--- config.mk ---
export PLATFORM = sky130hd
export DESIGN_NAME = dtrie_ctrl
export DESIGN_NICKNAME = d
export VERILOG_FILES = /design/src/rtl/core/dtrie_pkg.sv /design/src/rtl/core/dtrie_ctrl.sv
export SDC_FILE = /design/constraint.sdc
export NUM_CORES = 1
export LEC_CHECK = 0
export BUFFER_PORTS_ARGS = -buffer_cell sky130_fd_sc_hd__buf_2
export CORE_AREA = 5 5 42 44
export CTS_CLUSTER_SIZE = 10
export DETAILED_ROUTE_END_ITERATION = 7
export DIE_AREA = 0 0 47 49
export PLACE_DENSITY = 0.4
export SLEW_MARGIN = 20
export SYNTH_ARGS = -nofsm -noshare
export SYNTH_HDL_FRONTEND = slang
export SYNTH_SLANG_ARGS = --single-unit
--- constraint.sdc ---
create_clock -name i_clk -period 1.35 [get_ports i_clk]
set_clock_uncertainty 0.1 [all_clocks]
set_input_delay 0 -clock i_clk [delete_from_list [all_inputs] [get_ports i_clk]]
set_output_delay 0 -clock i_clk [all_outputs]
set_load 0.05 [all_outputs]
--- src/rtl/core/dtrie_pkg.sv ---
package dtrie_pkg;

    // fixed field widths
    localparam int DIGIT_W = 4;
    localparam int USED_W  = 11;

    // controller to datapath
    typedef struct packed {
        logic clear;    // write zero at the sweep address
        logic accept;   // take a word, launch the child read
        logic resolve;  // finish the digit, update walk state
    } t_ctrl_cmd;

    // datapath to controller
    typedef struct packed {
        logic clr_done;     // sweep reaches its last entry this cycle
        logic out_blocked;  // last digit waits on a full, stalled result register
    } t_ctrl_stat;

endpackage

--- src/rtl/core/dtrie_ctrl.sv ---
module dtrie_ctrl (
    input  logic                  i_clk,
    input  logic                  i_rst_n,
    input  logic                  i_in_valid,
    input  dtrie_pkg::t_ctrl_stat i_stat,
    output dtrie_pkg::t_ctrl_cmd  o_cmd,
    output logic                  o_in_stall
);

    typedef enum logic [2:0] {
        S_CLEAR = 3'b001,
        S_IDLE  = 3'b010,
        S_WALK  = 3'b100
    } t_state;

    t_state r_state;
    t_state n_state;

    always_comb begin
        n_state        = r_state;
        o_cmd.clear    = 1'b0;
        o_cmd.accept   = 1'b0;
        o_cmd.resolve  = 1'b0;
        o_in_stall     = 1'b1;
        case (r_state)
            S_CLEAR: begin
                o_cmd.clear = 1'b1;
                if (i_stat.clr_done) begin
                    n_state = S_IDLE;
                end
            end
            S_IDLE: begin
                o_in_stall = 1'b0;
                if (i_in_valid) begin
                    o_cmd.accept = 1'b1;
                    n_state      = S_WALK;
                end
            end
            S_WALK: begin
                // hold a last digit while the result register cannot take a new word
                if (!i_stat.out_blocked) begin
                    o_cmd.resolve = 1'b1;
                    n_state       = S_IDLE;
                end
            end
            default: begin
                n_state = S_CLEAR;
            end
        endcase
    end

    always_ff @(posedge i_clk) begin
        if (!i_rst_n) begin
            r_state <= S_CLEAR;
        end else begin
            r_state <= n_state;
        end
    end

endmodule

## Word-level counts from Yosys, hierarchy flattened

Index checks and enable logic that the tools add are counted.

| operators by class | value |
|---|---|
| equal/unequal tests | 6 |
| muxes and demuxes | 10 |
| reductions and logical operators | 1 |

Operator list:

| operator | count |
|---|---|
| $mux 3 | 3 |
| $pmux 3 s3 | 1 |
| $mux 1 | 6 |
| $ne 2x2->1 const B | 3 |
| $eq 3x1->1 const B | 1 |
| $eq 3x2->1 const B | 1 |
| $eq 3x3->1 const B | 1 |
| $reduce_and 3->1 | 1 |

| storage, ports and cells | value |
|---|---|
| bits in registers | 3 |
| input bits | 5 |
| output and inout bits | 4 |
| logic and storage cells | 18 |

## Depth between registers and ports, before layout

Gate-level depths: netlist (run 1).

| depth | value |
|---|---|
| depth after elaboration | 3 |
| gate-level depth with buffers | 2 |
| gate-level depth less buffers | 2 |

## Least setup slack after synthesis (run 1)

Ideal clock, no wire load.

| timing | value |
|---|---|
| path kind | reg-to-reg |
| start point | reg r_state[2] |
| end point | reg r_state[1] |
| setup time | 0.062 ns |
| arrival time | 1.625 ns |
| slack | -0.437 ns |
| cell stages (with the launch flop) | 3 |
| clock period less this slack | 1.787 ns |
| cell sequence | dfxtp_1 nor4b_2 o31a_1 |

| on the way | value |
|---|---|
| word-level cells in the longest chain between the ends | 3 |
| elaborated cells on any way between the ends | 8 |

Ends and longest elaborated chain:

| what | RTL line | source |
|---|---|---|
| start, declared | dtrie_ctrl.sv:16 | `t_state r_state;` |
| start signal, assigned | dtrie_ctrl.sv:56 | `r_state <= n_state;` |
| $eq 3x1->1, or another cell as far along | dtrie_ctrl.sv:25 | `case (r_state)` |
| $ne 2x2->1 (no line) | n/a |  |
| $reduce_and 3->1 (no line) | n/a |  |

Parallel ways exist; a longest one is shown, timed or not.
A chain may end at the register's enable or synchronous reset.

==> results.cfg, run 1 <==
[clock_tree]
clk_path_buf_depth = 2
cts_tree = done
clock-sinks = 3
htree_levels = 1
cts_buffers = 3
clk_latency_ns = 0.23
path_clk_slew_ns = 0.04
clockRootBuffer = clkbuf_4

[placed_design]
port-buffer-count = 8
post-place-ws_ns = 0.1213
gp_congestion = 0.7269
dpl_cell_area_sq_um = 280.3

[synthesis]
syn-num-nets = 24
ys_types = 16
avgSynthCellArea_sq_um = 9.812
ys_warn_count = 0
synthesis.area_sq_um = 186.4
ys_seq_elements = 3
seq_area_frac_synth_pct = 32.21
netlist_instances = 19

[timing]
fmax_mhz = 747.8
worst_pin_slew_ns = 0.2468
rsz0062_at_grt = yes
slew_violations = 0
slew_headroom_pct = 83.28
min_period_ns = 1.337
fin_ws_ns = 0.01278
finalHoldViolCount = 0
finalSetupViolCount = 0
fin_crit_sh_pct = 99.05

[grt]
grt_max_degree = 10
grt_pass1_wl_um = 890
gr-total-overflow = 0
antenna_found_initial = 0
grt_util_all_layers_pct = 5.841
grt_pass1_vias = 204

[setup_path]
cpMaxStageDelayCell = or3b_4
crit_chain = or3b_4 > nor2_4 > buf_8
critPathMaxFanout = 6
worst-setup-path-type = flop to output pin
crit_path_end_kind = output pin
cp-start-kind = flop
critPathMaxStageDelay_ns = 0.39
arrival_ns = 1.24
crit_buf_inv = 1
required_ns = 1.25
critPathTopFamily = simple AND/OR/NAND/NOR gates

[power]
p_per_area_nw_per_um2 = 849.6
p_total_mw = 0.3316
ir_drop_uv = 325.2
power.leakage_nw = 0.1543

[final_layout]
multi_input_area_sq_um = 141.4
largest_reg_flops = 3
nets = 46
largestRegisters = r_state x3
area_growth_syn_to_layout_pct = 109.4
fin_area_sq_um = 390.4
regArea_sq_um = 67.56
largest_register = r_state
num_antenna_cells = 0
nFillCells = 155
drive_above_1_share_pct = 57.50

[floorplanning]
fp.dieW_um = 47
fp-row-count = 14
dieArea_sq_um = 2303
io_pins = 9
core_area_sq_um = 1401
die_h_um = 49
initial_core_util_pct = 13.30

[run]
maxCapViolCount = 0

[drt]
first_pass_iters = 2
first_iter_violations = 1
avgViaCountPerCell = 3.875
remaining_drc_errors = 0
drt-total-wl_um = 552
vias = 217
wl_per_cell_um = 9.857
drtAntennaViolNets = 0

[hold_path]
hold_class = input pin to flop

[outcome]
outcome = completed
-- final cells by class --
class                           instances  area share, %
Inverter                                1         0.9615
Multi-Input combinational cell         15          36.22
Sequential cell                         3          17.31
Clock buffer                            4          6.731
Tap cell                               16          5.128
Timing Repair Buffer                   17          33.65
-- layer usage --
metal  track usage, %  routed length, um  vias to the layer above
met2            5.656                217                        9
li1                 -                  -                      116
met4            5.530                  0                        0
met3            4.428                 66                        0
met5                0                  0                        -
met1            7.456                268                       92
-- worst reg2reg max path: cells and delay by family (launching register included) --
kind / cells / cell delay (ns)
AND/OR/NAND/NOR: 1 / 0.13
buffers and inverters: 2 / 0.27
AO/OA/AOI/OAI: 1 / 0.28
flip-flops: 1 / 0.35
-- cells in the mapped netlist (all sizes together) --
master	n	area, sq um
a21oi	1	5.000
and3b	1	8.760
dfxtp	3	60.06
inv	1	3.750
nand2b	1	6.260
nand3b	2	15.01
nor2	1	6.260
nor2b	1	6.260
nor3b	1	7.510
nor4b	2	23.77
nor4bb	1	10.01
o21ai	1	5.000
o311ai	1	8.760
o31a	1	8.760
or3b	1	11.26
-- layout by cell type, fill, tap and decap left out --
cell type and instances:
nor4bb_1 1, or3b_4 1, nand2b_1 1, o31a_1 1, buf_8 1, nand3b_1 2, dfxtp_1 1, buf_4 6
nor4b_1 1, buf_6 1, clkbuf_4 3, clkbuf_1 1, dfxtp_4 2, nor2_4 1, and3b_1 1, nor4b_4 1
a21oi_1 1, dlygate4sd3_1 3, buf_2 6, nor3b_2 1, o311ai_1 1, nor2b_1 1, inv_1 1, o21ai_0 1
-- repair_timing --
action	CTS	global route
hold buffers	3	0
cloned	0	0
resized for setup	6	3
buffers inserted	0	4
pin swaps	0	3
endpoints found under the hold margin	3	0
setup endpoints to repair	3	3
-- metrics by stage --
stage	utilization, %	cells	hold slack [ns]	TNS [ns]
2_1_floorplan	-	19	-0.03125	-0.1379
3_3_place_gp	20.00	45	0.1245	0
3_5_place_dp	20.00	45	0.1291	0
4_1_cts	25.09	52	0.04401	0
5_1_grt	27.86	56	0.07846	-0.04836
6_report	27.86	56	0.04224	0
-- report_power, final --
| group | leakage [nW] | total, mW | switching (mW) | internal (mW) |
|---|---|---|---|---|
| Combinational | 0.114 | 0.0829 | 0.0446 | 0.0383 |
| Sequential | 0.0255 | 0.0945 | 0.00255 | 0.0919 |
| Clock | 0.0150 | 0.154 | 0.0437 | 0.111 |
| Total | 0.154 | 0.332 | 0.0908 | 0.241 |
-- kinds of logic (layout without fill, tap and decap cells) --
logic type,Yosys count,in the layout,synth area share (%)
flip-flops,3,3,32.22
buffers and inverters,1,22,2.011
AO/OA/AOI/OAI,4,4,14.76
AND/OR/NAND/NOR,11,11,51.01
-- path summary, 6_finish.rpt --
kind	from	end	slack (ns)	cells after the start
max reg2reg	r_state[2]	r_state[1]	0.10	4
min	i_stat[1]	r_state[0]	0.04	3
min reg2reg	r_state[2]	r_state[0]	0.42	1
max	r_state[2]	o_cmd[1]	0.01	3
Note: power is estimated with default switching activity, not from simulation.
==> inputs of run 2 (changes only) <==
--- a/config.mk
+++ b/config.mk
@@ -6,10 +6,10 @@
 export NUM_CORES = 1
 export LEC_CHECK = 0
 export BUFFER_PORTS_ARGS = -buffer_cell sky130_fd_sc_hd__buf_2
-export CORE_AREA = 5 5 42 44
+export CORE_AREA = 2 2 39 41
 export CTS_CLUSTER_SIZE = 10
 export DETAILED_ROUTE_END_ITERATION = 7
-export DIE_AREA = 0 0 47 49
+export DIE_AREA = 0 0 41 43
 export PLACE_DENSITY = 0.4
 export SLEW_MARGIN = 20
 export SYNTH_ARGS = -nofsm -noshare
==> results.cfg, run 2 (synthesis results as in run 1) <==
[final_layout]
mostFrequentLayoutCell = buf_2
largestRegisters = r_state x3
fin_util_pct = 27.03
largest_reg_flops = 3
drive_above_1_share_pct = 57.89
area_growth_syn_to_layout_pct = 100.7
largest_register = r_state
nets = 44
num_antenna_cells = 0
nFillCells = 149
final_cell_mix = buf_2, buf_4, clkbuf_4, dlygate4sd3_1

[drt]
remaining_drc_errors = 0
wl_per_cell_um = 9.537
drt-total-wl_um = 515
drtAntennaViolNets = 0
first_pass_iters = 2
first_iter_violations = 8
avgViaCountPerCell = 4.093
vias = 221

[hold_path]
hold_class = input pin to flop

[grt]
use_met1_pct = 9.325
busiest_layer = met1
grt_max_degree = 10
antenna_found_initial = 0
grt_pass1_wl_um = 834
gr-total-overflow = 0
grt_pass1_vias = 222
grt_util_all_layers_pct = 7.229
grt_util_met3_pct = 3.141
met2_usage_pct = 8.750

[clock_tree]
cts_buffers = 3
htree_levels = 1
cts_tree = done
clk_path_buf_depth = 2
clk_latency_ns = 0.23
clock-sinks = 3
path_clk_slew_ns = 0.04
clockRootBuffer = clkbuf_4

[timing]
finalHoldViolCount = 0
worst_pin_slew_ns = 0.2606
rsz0062_at_grt = yes
slew_headroom_pct = 82.55
finalSetupViolCount = 0
fin_crit_sh_pct = 98.20
fmax_mhz = 754.3
slew_violations = 0
fin_hold_ws_ns = 0.01666
min_period_ns = 1.326

[setup_path]
cp-start-kind = flop
crit_path_end_kind = output pin
arrival_ns = 1.23
critPathMaxFanout = 7
worst-setup-path-type = flop to output pin
required_ns = 1.25

[placed_design]
hpwl_um = 365.6
gp_congestion = 0.5857
port-buffer-count = 8

[floorplanning]
dieArea_sq_um = 1763
fp-row-count = 14
die_h_um = 43
initial_core_util_pct = 13.47
core_area_sq_um = 1384
fp.dieW_um = 41
io_pins = 9

[power]
p_per_area_nw_per_um2 = 891.6
ir_drop_uv = 280.0
power.leakage_nw = 0.1450

[outcome]
outcome = completed

[run]
maxCapViolCount = 0
-- run 2: cell type report --
type | count | area, sq um | area share (%)
Tap cell | 16 | 20.02 | 5.351
Inverter | 1 | 3.754 | 1.003
Multi-Input combinational cell | 15 | 141.4 | 37.79
Clock buffer | 4 | 26.28 | 7.023
Timing Repair Buffer | 15 | 116.4 | 31.10
Sequential cell | 3 | 66.31 | 17.73
-- run 2: worst max-delay path, cell delays in order, from the launching register on --
cell     delay [ns]
dfxtp_4        0.36
or3b_4         0.39
nor2_4         0.10
buf_8          0.15
-- run 2: final timing paths --
check	cells past startpoint	to	start	slack [ns]
hold / removal	3	r_state[0]	i_stat[1]	0.02
hold reg to reg	2	r_state[2]	r_state[2]	0.42
setup reg to reg	3	r_state[1]	r_state[0]	0.27
setup / recovery	3	o_cmd[1]	r_state[0]	0.02
-- run 2: routing by layer --
metal | up-vias | routed length, um
met5 | - | 0
met4 | 0 | 0
met2 | 9 | 214
li1 | 112 | -
met3 | 0 | 30
met1 | 100 | 270
-- run 2: stage by stage --
step	setup slack [ns]	instance area [sq um]	total power [mW]	std cells	TNS, ns
after global routing	-0.01888	374.1	0.3563	54	-0.01888
final	0.02433	374.1	0.3336	54	0
after global placement	0.1399	287.8	0.1667	46	0
after CTS	0.003011	355.3	0.3408	53	0
after detailed placement	0.1255	287.8	0.1677	46	0
after floorplan	-0.1086	205.2	0.1440	19	-0.1379
-- run 2: power breakdown --
group | switching (mW) | internal [mW]
clock network | 0.0449 | 0.111
logic | 0.0389 | 0.0374
registers | 0.00732 | 0.0944
total | 0.0911 | 0.242
-- run 2: what timing repair did --
action                     CTS  global route
setup buffers                0             1
pin swaps                    0             1
gates resized for setup      5             4
hold endpoints to repair     3             0
setup endpoints to repair    3             3
hold buffers                 3             0
